**config.mk**
```make
export PLATFORM = sky130hd
export DESIGN_NAME = bap_ram
export DESIGN_NICKNAME = d
export VERILOG_FILES = /design/src/sv/bap_ram.sv
export SDC_FILE = /design/constraint.sdc
export NUM_CORES = 1
export LEC_CHECK = 0
export BUFFER_PORTS_ARGS = -buffer_cell sky130_fd_sc_hd__buf_2
export CORE_UTILIZATION = 30
export CTS_CLUSTER_SIZE = 14
export DETAILED_ROUTE_END_ITERATION = 8
export MAX_ROUTING_LAYER = met4
export PLACE_DENSITY = 0.53
export SLEW_MARGIN = 20
export SYNTH_ARGS = -nofsm -noshare
export SYNTH_HDL_FRONTEND = slang
export SYNTH_SLANG_ARGS = --single-unit
```
**constraint.sdc**
```tcl
create_clock -name clk -period 2.54 [get_ports clk]
set_input_delay 0.508 -clock clk [delete_from_list [all_inputs] [get_ports clk]]
set_output_delay 0.508 -clock clk [all_outputs]
set_load 0.005 [all_outputs]
```
**src/sv/bap_ram.sv**
```systemverilog
// Generic single-port-write, one-read RAM with registered read.
// No dependencies.
`timescale 1ns / 1ps
module bap_ram #(
    parameter int WIDTH = 8,
    parameter int DEPTH = 16
) (
    input  logic                     clk,
    input  logic                     we,
    input  logic [$clog2(DEPTH)-1:0] waddr,
    input  logic [WIDTH-1:0]         wdata,
    input  logic [$clog2(DEPTH)-1:0] raddr,
    output logic [WIDTH-1:0]         rdata
);
    logic [WIDTH-1:0] mem [DEPTH];

    always_ff @(posedge clk)
    begin
        if (we)
        begin
            mem[waddr] <= wdata;
        end
        rdata <= mem[raddr];
    end
endmodule

```
# Yosys cells after proc, flatten, opt, wreduce, memory -nomap -nowiden
# Memory sizes are Yosys's and may differ from the RTL's. A register that Yosys moved wholly into a read port is not among the register bits.
# Cells that the tools add are included.
[word_totals]
regBits = 0
mem_bits_rw = 128
in_bits = 18
n_memories = 1
[classes]
n_mux = 2
[mem_list]
columns = ["name", "depth", "width", "read_ports", "rd_clocked_by_memory_dff", "write_ports", "line", "text"]
rows = [
  ["mem", 16, 8, 1, 1, 1, "15", "logic [WIDTH-1:0] mem [DEPTH];"],
]
[op_table]
columns = ["op", "count"]
rows = [
  ["two-way mux 1 bit", 2],
]

# Logic depth before layout (Yosys ltp)
[logic_depth]
depth_word = 2
depth_mapped = 5
ltp_nobuf = 3

# Worst setup path after synthesis
# Ideal clock, no wire load.
[synth_timing]
kind = "input to register"
startpoint = "input waddr[2]"
endpoint = "memory mem[0][0], enable pin"
setup_ps = 383
t_arrival_ps = 1618
required_ps = 2157
setup_slack_ps = 539
cell_stages = 2
n_path_buf = 0
cell_sequence = "or3b_2 > nor3_1"
[synth_rtl]
columns = ["item", "line", "text"]
rows = [
  ["start: declaration", "10", "input logic [$clog2(DEPTH)-1:0] waddr,"],
  ["end: declaration", "15", ""],
]
# Straight into the memory's write port.

==> results by group <==
Clock network
  • Clock Sinks: roughly 140
  • Clock Tree Buf Depth: 2
  • CTS tree: built
  • CTS resizes: 0
  • Setup Fix Bufs, Post-CTS: 0
  • Cts bufs inserted: 17
  • Clk_lat worst skew: roughly 0.4 ns
  • Clk root buf: clkbuf_16
  • Cts hold-fix bufs: 0
  • H-Tree Depth: 4
  • Clock slew at reported path FFs: approximately 0.06 ns

Critical path
  • Crit path max-delay family: multiplexers
  • Worst Path Buf+Inv: 2
  • Setup CP Type: in -> reg
  • Crit path max fanout: 32
  • Crit end category: flop
  • Arrival @ worst endpoint: between 1.5 and 2 ns
  • Slowest-stage cell, CP: mux4_1
  • CP max stage delay: around 0.60 ns
  • Req. time, crit path: about 2.8 ns
  • Crit-path cells: buf_2, buf_12, mux4_1, a22oi_1, nand2_1
  • Startpoint Class: primary input

STA
  • Final setup TNS: 0 ns
  • Worst hold slack: roughly 0.5 ns
  • Setup-failing EPs final: 0
  • Maximum operating frequency: between 600 and 700 MHz
  • Final min period: around 1.6 ns
  • Period utilization: 61.3%
  • Fin. max-slew vios: 0
  • Worst Tran Pin Value: between 0.7 and 0.8 ns
  • Layout Skew: around 0.0057 ns
  • Final hold violations: 0
  • Slew margin rel.: a little over 50%
  • RSZ-0062 raised after global routing: false

Power and ir drop
  • Leak pwr: around 2.1 nW
  • Power Density: approximately 800 nW/µm²
  • VDD IR max: approximately 0.45 mV

Detailed routing
  • DRC viols: 0
  • Routed Antenna Nets: 0
  • DR vias: around 2400
  • WL/cell: just over 20 µm
  • DR vias/cell: 4.72
  • Routed wire length: around 10000 µm
  • Drt initial violations: around 180
  • DR pass1 iterations: 4

Synth
  • Mapped Avg Cell Area: 22.5 µm²
  • Seq/Total Area, Yosys: between 70% and 80%
  • Gate Count Post-Synth: roughly 230
  • Cell Area, Synth: a little over 5000 µm²
  • Synth Net Count: between 200 and 250
  • Post-synth top area share: 74.7%
  • Seq cells post-synth: 136
  • Yosys top cell by area: edfxtp_1
  • Top post-synthesis cells by area: edfxtp_1, mux4_2, mux4_1, dfxtp_1, a22oi_1
  • Yosys cell types: 19
  • Synth warn: 0

Floorplan
  • Die Footprint: 17700 µm²
  • Num ports: 26
  • Standard-cell rows: 47
  • Initial Util: a little under a third
  • Chip width: around 130 µm
  • CORE AREA: 16600 µm²
  • Die span in y: 133 µm

Status
  • Outcome: finished, final reports clean

Worst hold path
  • Worst hold path class: in -> reg

Layout
  • Diode count: 0
  • Layout Utilization: a little under two fifths
  • Proportion of layout cells with a drive suffix above 1: 29.7%
  • Post-Layout Cell Count: 516
  • Final #Nets: between 300 and 400
  • P&R area growth vs syn: 19.6%

Global route
  • Vias in the first global route: about 2600
  • GR Overflow Total: 0
  • Gr usage total: 13.5%
  • Largest net degree at the start of global routing: 33
  • Global-route wire length before repair: around 16000 µm
  • Initial antenna violation count: 0

Place
  • Gpl congestion: about 0.7
  • Dpl hpwl: 6640 µm
  • # port buffers: 25
  • DP Cell Count: about 480

Run
  • Maximum Capacitance Violations: 0
[cells by family (layout without fill, tap and decap cells)]
logic type | count (synthesis) | after routing | share of synthesized area [%]
buf+inv | 10 | 77 | 1.68
simple gates | 35 | 35 | 3.18
flops | 136 | 136 | 77.8
mux | 32 | 32 | 15.0
compound gates | 16 | 16 | 2.33
[worst paths after layout]
path                                 start        end  slack (ns)  depth (start not counted)
worst max-delay path              raddr[0]   rdata[0]        0.98                          5
worst min-delay path              wdata[1]  mem[5][1]        0.49                          1
worst max register to register   mem[1][0]   rdata[0]        1.20                          3
worst min register to register  mem[14][3]   rdata[3]        0.66                          3
[report_power, final]
part / leakage [nW] / total, W / switching (W) / internal [W]
Sequential: 1.22 / 0.00253 / 0.0000160 / 0.00251
Combinational: 0.581 / 0.000230 / 0.000131 / 0.0000996
Clock: 0.263 / 0.00218 / 0.000814 / 0.00137
Total: 2.07 / 0.00494 / 0.000961 / 0.00398
[Yosys cell counts]
cell type and number:
buf_6 3, and2b_1 1, nand3_1 1, nand3b_1 2
nand2b_1 2, mux4_2 18, buf_4 1, mux4_1 14
nor2b_1 1, and2_1 1, nor3_1 4, buf_2 3
a22oi_1 16, nand2_1 9, clkdlybuf4s25_2 3, or3b_2 1
edfxtp_1 128, nor2_1 13, dfxtp_1 8
[cells in the final DEF (no fill, tap or decap), types with 4 or more instances in the layout]
master,count
edfxtp_1,128
buf_2,25
buf_4,19
mux4_2,18
clkbuf_16,17
a22oi_1,16
mux4_1,14
nor2_1,13
nand2_1,9
dfxtp_1,8
clkbuf_1,7
clkbuf_8,5
nor3_1,4
[registers in the layout, summed over array words and instances (netlist names)]
name / cells
rdata: 8
mem: 128
[cell type report]
| class | count | area [µm²] |
|---|---|---|
| Fill cell | 1511 | 10500 |
| Sequential cell | 136 | 4000 |
| Multi-Input combinational cell | 83 | 1060 |
| Clock buffer | 29 | 520 |
| Timing Repair Buffer | 45 | 288 |
| Tap cell | 220 | 275 |
| Clock inverter | 3 | 13.8 |
[through the flow]
step	setup WS (ns)	total power [W]	instance area, µm²
3_3_place_gp	0.491	0.00281	5620
4_1_cts	0.978	0.00500	6160
5_1_grt	0.912	0.00510	6160
3_5_place_dp	0.533	0.00281	5620
2_1_floorplan	0.539	0.00269	5150
6_report	0.982	0.00494	6160
[metal layers]
layer  wire, µm  track usage, %  vias to the layer above
li1           -               -                     1080
met1       4850            17.9                     1290
met2       5040            19.5                       53
met3        399            3.64                       15
met4        148            5.75                        0
met5          0               -                        -
No activity file was read; power rests on OpenSTA's default activity.
