===== config.mk =====
export PLATFORM = sky130hd
export DESIGN_NAME = bap_div
export DESIGN_NICKNAME = d
export VERILOG_FILES = /design/src/sv/bap_pkg.sv /design/src/sv/bap_div.sv
export SDC_FILE = /design/constraint.sdc
export NUM_CORES = 1
export LEC_CHECK = 0
export ABC_AREA = 1
export BUFFER_PORTS_ARGS = -buffer_cell sky130_fd_sc_hd__buf_2
export CORE_AREA = 2 2 64 111
export CTS_BUF_LIST = sky130_fd_sc_hd__clkbuf_2 sky130_fd_sc_hd__clkbuf_4 sky130_fd_sc_hd__clkbuf_8
export DETAILED_ROUTE_END_ITERATION = 6
export DIE_AREA = 0 0 66 113
export PLACE_DENSITY = 0.81
export SYNTH_ARGS = -nofsm -noshare
export SYNTH_HDL_FRONTEND = slang
export SYNTH_SLANG_ARGS = --single-unit
export TNS_END_PERCENT = 5

===== constraint.sdc =====
create_clock -name clk -period 2.4 [get_ports clk]
set_input_delay 0.36 -clock clk [delete_from_list [all_inputs] [get_ports clk]]
set_output_delay 0.36 -clock clk [all_outputs]
set_load 0.1 [all_outputs]

===== src/sv/bap_pkg.sv =====
// Package for block_average_pixelation: constants, types, helpers.
// No dependencies.
`timescale 1ns / 1ps
package bap_pkg;
    localparam int MAX_IMAGE_SIDE_C   = 8192;
    localparam int MAX_CELL_COLUMNS_C = 1024;
    localparam int MAX_CELL_SIZE_C    = 256;
    localparam int MIN_CELL           = 8;
    localparam int SUM_W              = 24;
    localparam int CNT_W              = 17;
    localparam int ACC_W              = 4 * SUM_W + CNT_W;

    localparam logic [2:0] REG_RECT_LEFT    = 3'd0;
    localparam logic [2:0] REG_RECT_TOP     = 3'd1;
    localparam logic [2:0] REG_RECT_WIDTH   = 3'd2;
    localparam logic [2:0] REG_RECT_HEIGHT  = 3'd3;
    localparam logic [2:0] REG_BLOCK_SIZE   = 3'd4;
    localparam logic [2:0] REG_IMAGE_WIDTH  = 3'd5;
    localparam logic [2:0] REG_IMAGE_HEIGHT = 3'd6;

    typedef enum logic [2:0] {
        ST_IDLE, ST_READ, ST_ADD, ST_DIV, ST_OUT
    } state_t;

    typedef struct packed {
        logic [12:0] dest_x;
        logic [12:0] dest_y;
        logic [8:0]  fill_width;
        logic [8:0]  fill_height;
        logic [31:0] block_argb;
        logic        last_block;
    } result_t;
endpackage


===== src/sv/bap_div.sv =====
// Restoring divider: 24-bit sum / 17-bit count, one quotient bit a cycle,
// saturated to 8 bits. Depends on bap_pkg.
`timescale 1ns / 1ps
module bap_div (
    input  logic        clk,
    input  logic        rst_n,
    input  logic        start,
    input  logic [23:0] dividend,
    input  logic [16:0] divisor,
    output logic        done,
    output logic [7:0]  quotient
);
    import bap_pkg::*;

    logic [23:0] quo_reg, quo_next;
    logic [17:0] rem_reg, rem_next;
    logic [16:0] dsr_reg, dsr_next;
    logic [4:0]  cnt_reg, cnt_next;
    logic        busy_reg, busy_next;
    logic [17:0] trial;
    logic [17:0] shifted;

    always_comb
    begin
        quo_next  = quo_reg;
        rem_next  = rem_reg;
        dsr_next  = dsr_reg;
        cnt_next  = cnt_reg;
        busy_next = busy_reg;
        shifted   = {rem_reg[16:0], quo_reg[23]};
        trial     = shifted - {1'b0, dsr_reg};
        if (start)
        begin
            quo_next  = dividend;
            rem_next  = '0;
            dsr_next  = divisor;
            cnt_next  = 5'd0;
            busy_next = 1'b1;
        end
        else if (busy_reg)
        begin
            if (!trial[17])
            begin
                rem_next = trial;
                quo_next = {quo_reg[22:0], 1'b1};
            end
            else
            begin
                rem_next = shifted;
                quo_next = {quo_reg[22:0], 1'b0};
            end
            cnt_next = cnt_reg + 5'd1;
            if (cnt_reg == 5'd23)
            begin
                busy_next = 1'b0;
            end
        end
    end

    always_ff @(posedge clk or negedge rst_n)
    begin
        if (!rst_n)
        begin
            busy_reg <= 1'b0;
            cnt_reg  <= '0;
        end
        else
        begin
            busy_reg <= busy_next;
            cnt_reg  <= cnt_next;
        end
    end

    always_ff @(posedge clk)
    begin
        quo_reg <= quo_next;
        rem_reg <= rem_next;
        dsr_reg <= dsr_next;
    end

    assign done     = !busy_reg;
    assign quotient = (quo_reg[23:8] != 16'd0) ? 8'hFF : quo_reg[7:0];
endmodule


# == After elaboration in Yosys (flattened, before gate mapping) ==
# Index checks and enable logic that the tools add are counted.
# totals
ff_bits,64
latchBits,0
mem_bits_rw,0
mem_bits_ro,0
in_bits,44
out_inout_bits,9
mem_count,0
# classes
n_addsub,2
mul,0
div,0
magnitude_cmp,0
eq_ne,1
shift,0
n_mux,10
n_bitwise,0
reduce_logical,3
# ops
cell,n
$mux 24,2
$sub 18x17->18,1
$mux 17,1
$reduce_bool 16->1,1
$mux 5,2
$mux 8,1
$add 5x1->5 const B,1
$eq 5x5->1 const B,1
$mux 1,4
$reduce_bool 2->1,1
$logic_not 1->1,1

# == Longest topological paths before layout ==
# logic_depth
depth_word,4
ltp_mapped,16

# == Worst setup path after synthesis ==
# Ideal clock, no wire load.
# synth_timing
path_type,register to output
start,reg quo_reg[15]
end,out quotient[0]
arrival_time_ns,1.990
t_required_ns,2.040
setup_slack_ns,0.050
stages_incl_launch_ff,5
cell_sequence,edfxtp_1 -> inv_1 -> nand4_1 -> nor4_1 -> nand2_1
# synth_via
elab_chain_len,2
# synth_lines
element,line,text
start: declaration,bap_div.sv:15,"logic [23:0] quo_reg, quo_next;"
start signal: assignment,bap_div.sv:76,quo_reg <= quo_next;
$reduce_bool 16->1,bap_div.sv:82,assign quotient = (quo_reg[23:8] != 16'd0) ? 8'hFF : quo_reg[7:0];
$mux 8,bap_div.sv:82,
end: declaration,bap_div.sv:11,output logic [7:0] quotient
# No other way between the ends.

# == Worst setup path after layout ==
# layout_timing
start,reg dsr_reg[12]
end,reg rem_reg[16]
# layout_via
elab_chain_len,2
# layout_lines
element,line,text
start: declaration,bap_div.sv:17,"logic [16:0] dsr_reg, dsr_next;"
start signal: assignment,bap_div.sv:78,dsr_reg <= dsr_next;
$sub 18x17->18,bap_div.sv:31,"trial = shifted - {1'b0, dsr_reg};"
$mux 17,bap_div.sv:42,if (!trial[17])
end signal: assignment,bap_div.sv:77,rem_reg <= rem_next;
end: declaration,bap_div.sv:16,"logic [17:0] rem_reg, rem_next;"
# No other way between the ends.
# A chain may end at the register's enable or synchronous reset.

==> results.md <==
* Max Root-Sink Buffers at 2
* Status: finished clean
* # setup viols final at 0
* Warnings from Yosys at 0
* Power Density at 995 nW/µm²
* Share of post-route cells with drive strength above 1 at 0.154
* Post-synth net total at 571
* Clock skew at 5.43 ps
* Met1 GRT Util at 0.280
* # hold bufs at CTS at 1
* Max reg flops at 24
* Routed vias at 3351
* Syn avg cell area at 7.58 µm²
* Commonest non-fill, non-tap cells in the layout: nand2_1 (163), inv_1 (98), buf_2 (52)
* GRT overflow at 0
* GRT Resource Usage Total at 0.259
* Inserted Clock Buffers at 9
* Post-synthesis cell type count at 34
* Reg2reg start: dsr_reg[12]
* HP Start: divisor[11]
* Die Span X at 66 µm
* Largest family of logic cells by synthesized area: simple AND/OR/NAND/NOR gates
* Static leakage at 2.31 nW
* Synth Area in Simple Gates at 0.290
* RSZ-0062 raised after global routing: false
* Mean number of vias per cell at 5.13
* Slew @ Worst Pin at 488 ps
* Xor-xnor portion of the synthesized cell area at 0.0182
* Fin crit period at 2190 ps
* Met2 usage at 0.452
* Gpl congestion at 0.966
* Root buf cell: clkbuf_8
* DRC errors left at 0
* Top_reg_cell synth: edfxtp_1
* Met3 usage at 0.0616
* Seq/Total Area, Yosys at 0.447
* Post-synth EDFFs at 41
* Cells after Synth at 508
* Commonest non-fill, non-tap cell in the layout: nand2_1
* Pins over their slew limit at 0
* Share of synthesized registers carrying an async set or reset at 0.0938
* Clk sinks at 64
* CTS clk-pin slew, worst paths at 70 ps
* Row count at 39
* Vias in the first global route at 3354
* Final setup TNS at 0 ps
* Worst Setup SP: dsr_reg[12]
* Synth Area in Adders at 0.0637
* #FFs+latches synth at 64
* CP required at 2700 ps
* Total core area at 6540 µm²
* Layout area overhead at 14.6%
* Initial antenna violation count at 0
* Tcrit/Tclk final at 0.913
* Final Hold Fails at 0
* Max Fanout on Critical Path at 15
* IO buf count at 52
* Die area at 7460 µm²
* CP startpoint kind: register
* # IOs at 53
* Crit path kind: reg -> reg
* First-pass GRT wire length at 14600 µm
* Post-DR wirelength/cell at 13.3 µm
* Antenna Cells at 0
* Routed WL at 8690 µm
* Synth Area in Compound Gates at 0.0670
* Post-CTS setup buffers at 0
* Skew-Pair Late Insertion Delay at 350 ps
* Slew Limit Headroom at 0.677
* Nets at 630
* WP data arrival at 2490 ps
* CTS tree: built
* FMAX at 456 MHz
* Starting Density at 0.589
* Hold WC Path Type: in -> reg
* Top Usage Layer GRT: met2
* Pin count of the biggest net entering global routing at 64
* Peak supply drop at 0.000504 V
* Synthesized cell area at 3850 µm²
* Design Power at 4.39 mW
* CTS H-tree depth at 3
* # Max-Cap Violations at 0
* Multiplexer share of the synthesized area at 0
* Number of gates resized after cts at 0
* 1st-iter DRT viols at 163
* Routed Antenna Nets at 0
* Chip height at 113 µm
* Detailed placement HPWL at 6470 µm
* Worst Setup End Kind: register
* First drt pass iteration count at 4
==> cell usage after synthesis, types with 5 or more instances <==
| master | count | share of area |
|---|---|---|
| nand2_1 | 163 | 0.16 |
| nand4_1 | 7 | 0.011 |
| clkbuf_1 | 8 | 0.0078 |
| inv_1 | 98 | 0.096 |
| dfrtp_1 | 6 | 0.039 |
| o21ai_0 | 29 | 0.038 |
| nor3_1 | 6 | 0.0078 |
| nor2_1 | 19 | 0.019 |
| xnor2_1 | 6 | 0.014 |
| nand3_1 | 43 | 0.056 |
| a21oi_1 | 15 | 0.020 |
| ha_1 | 18 | 0.059 |
| nand2_2 | 5 | 0.0081 |
| edfxtp_1 | 41 | 0.32 |
| dfxtp_1 | 17 | 0.088 |
==> routing by layer <==
metal	vias to the layer above	wire, µm
li1	1723	-
met1	1531	3440
met2	78	4690
met3	19	319
met4	0	239
met5	-	0
==> final cells by class <==
| cell class | instances | area, µm² |
|---|---|---|
| clock buffer | 11 | 139 |
| clock inverter | 4 | 46.3 |
| fill | 574 | 2130 |
| inverter | 100 | 375 |
| multi-input combinational | 332 | 1690 |
| sequential | 64 | 1720 |
| tap | 82 | 103 |
| timing repair buffer | 60 | 335 |
==> worst max-delay path, cell delays in order (launching register included) <==
cell and delay [ps]:
edfxtp_1 320, inv_1 40, ha_1 340, a21oi_1 270, nand2_1 110, nand2_1 70
nand2_1 80, nor2_4 120, nand2_2 90, nand2_4 200, nand2_4 180, nand2_1 120
nand3_1 100, nand2_1 90
==> logic make-up after synthesis <==
family | Yosys count
compound gates | 49
xor+xnor | 8
fa+ha+maj | 19
buf+inv | 112
flops | 64
simple gates | 256
==> stage by stage <==
stage / setup slack, ps / util / instance area, µm² / hold slack [ps] / cells
after floorplan: 49.9 / - / 3850 / 64.4 / 508
after global placement: 279 / 0.645 / 4220 / 186 / 637
after detailed placement: 243 / 0.645 / 4220 / 190 / 637
after CTS: 221 / 0.675 / 4410 / 165 / 653
after global routing: 22.9 / 0.675 / 4410 / 164 / 653
final: 208 / 0.675 / 4410 / 180 / 653
==> final timing paths <==
check / to / cells after the start / slack (ps)
max: rem_reg[16] / 13 / 210
min: dsr_reg[11] / 1 / 180
max reg2reg: rem_reg[16] / 13 / 210
min reg2reg: rem_reg[0] / 2 / 480
max in group asynchronous: cnt_reg[2] / 2 / 1900
min in group asynchronous: cnt_reg[4] / 2 / 360
==> power breakdown <==
part / internal, mW / switching [mW]
Sequential: 1.38 / 0.127
Clock: 0.492 / 0.411
Combinational: 0.732 / 1.25
Power figures use the tool's default switching activity.
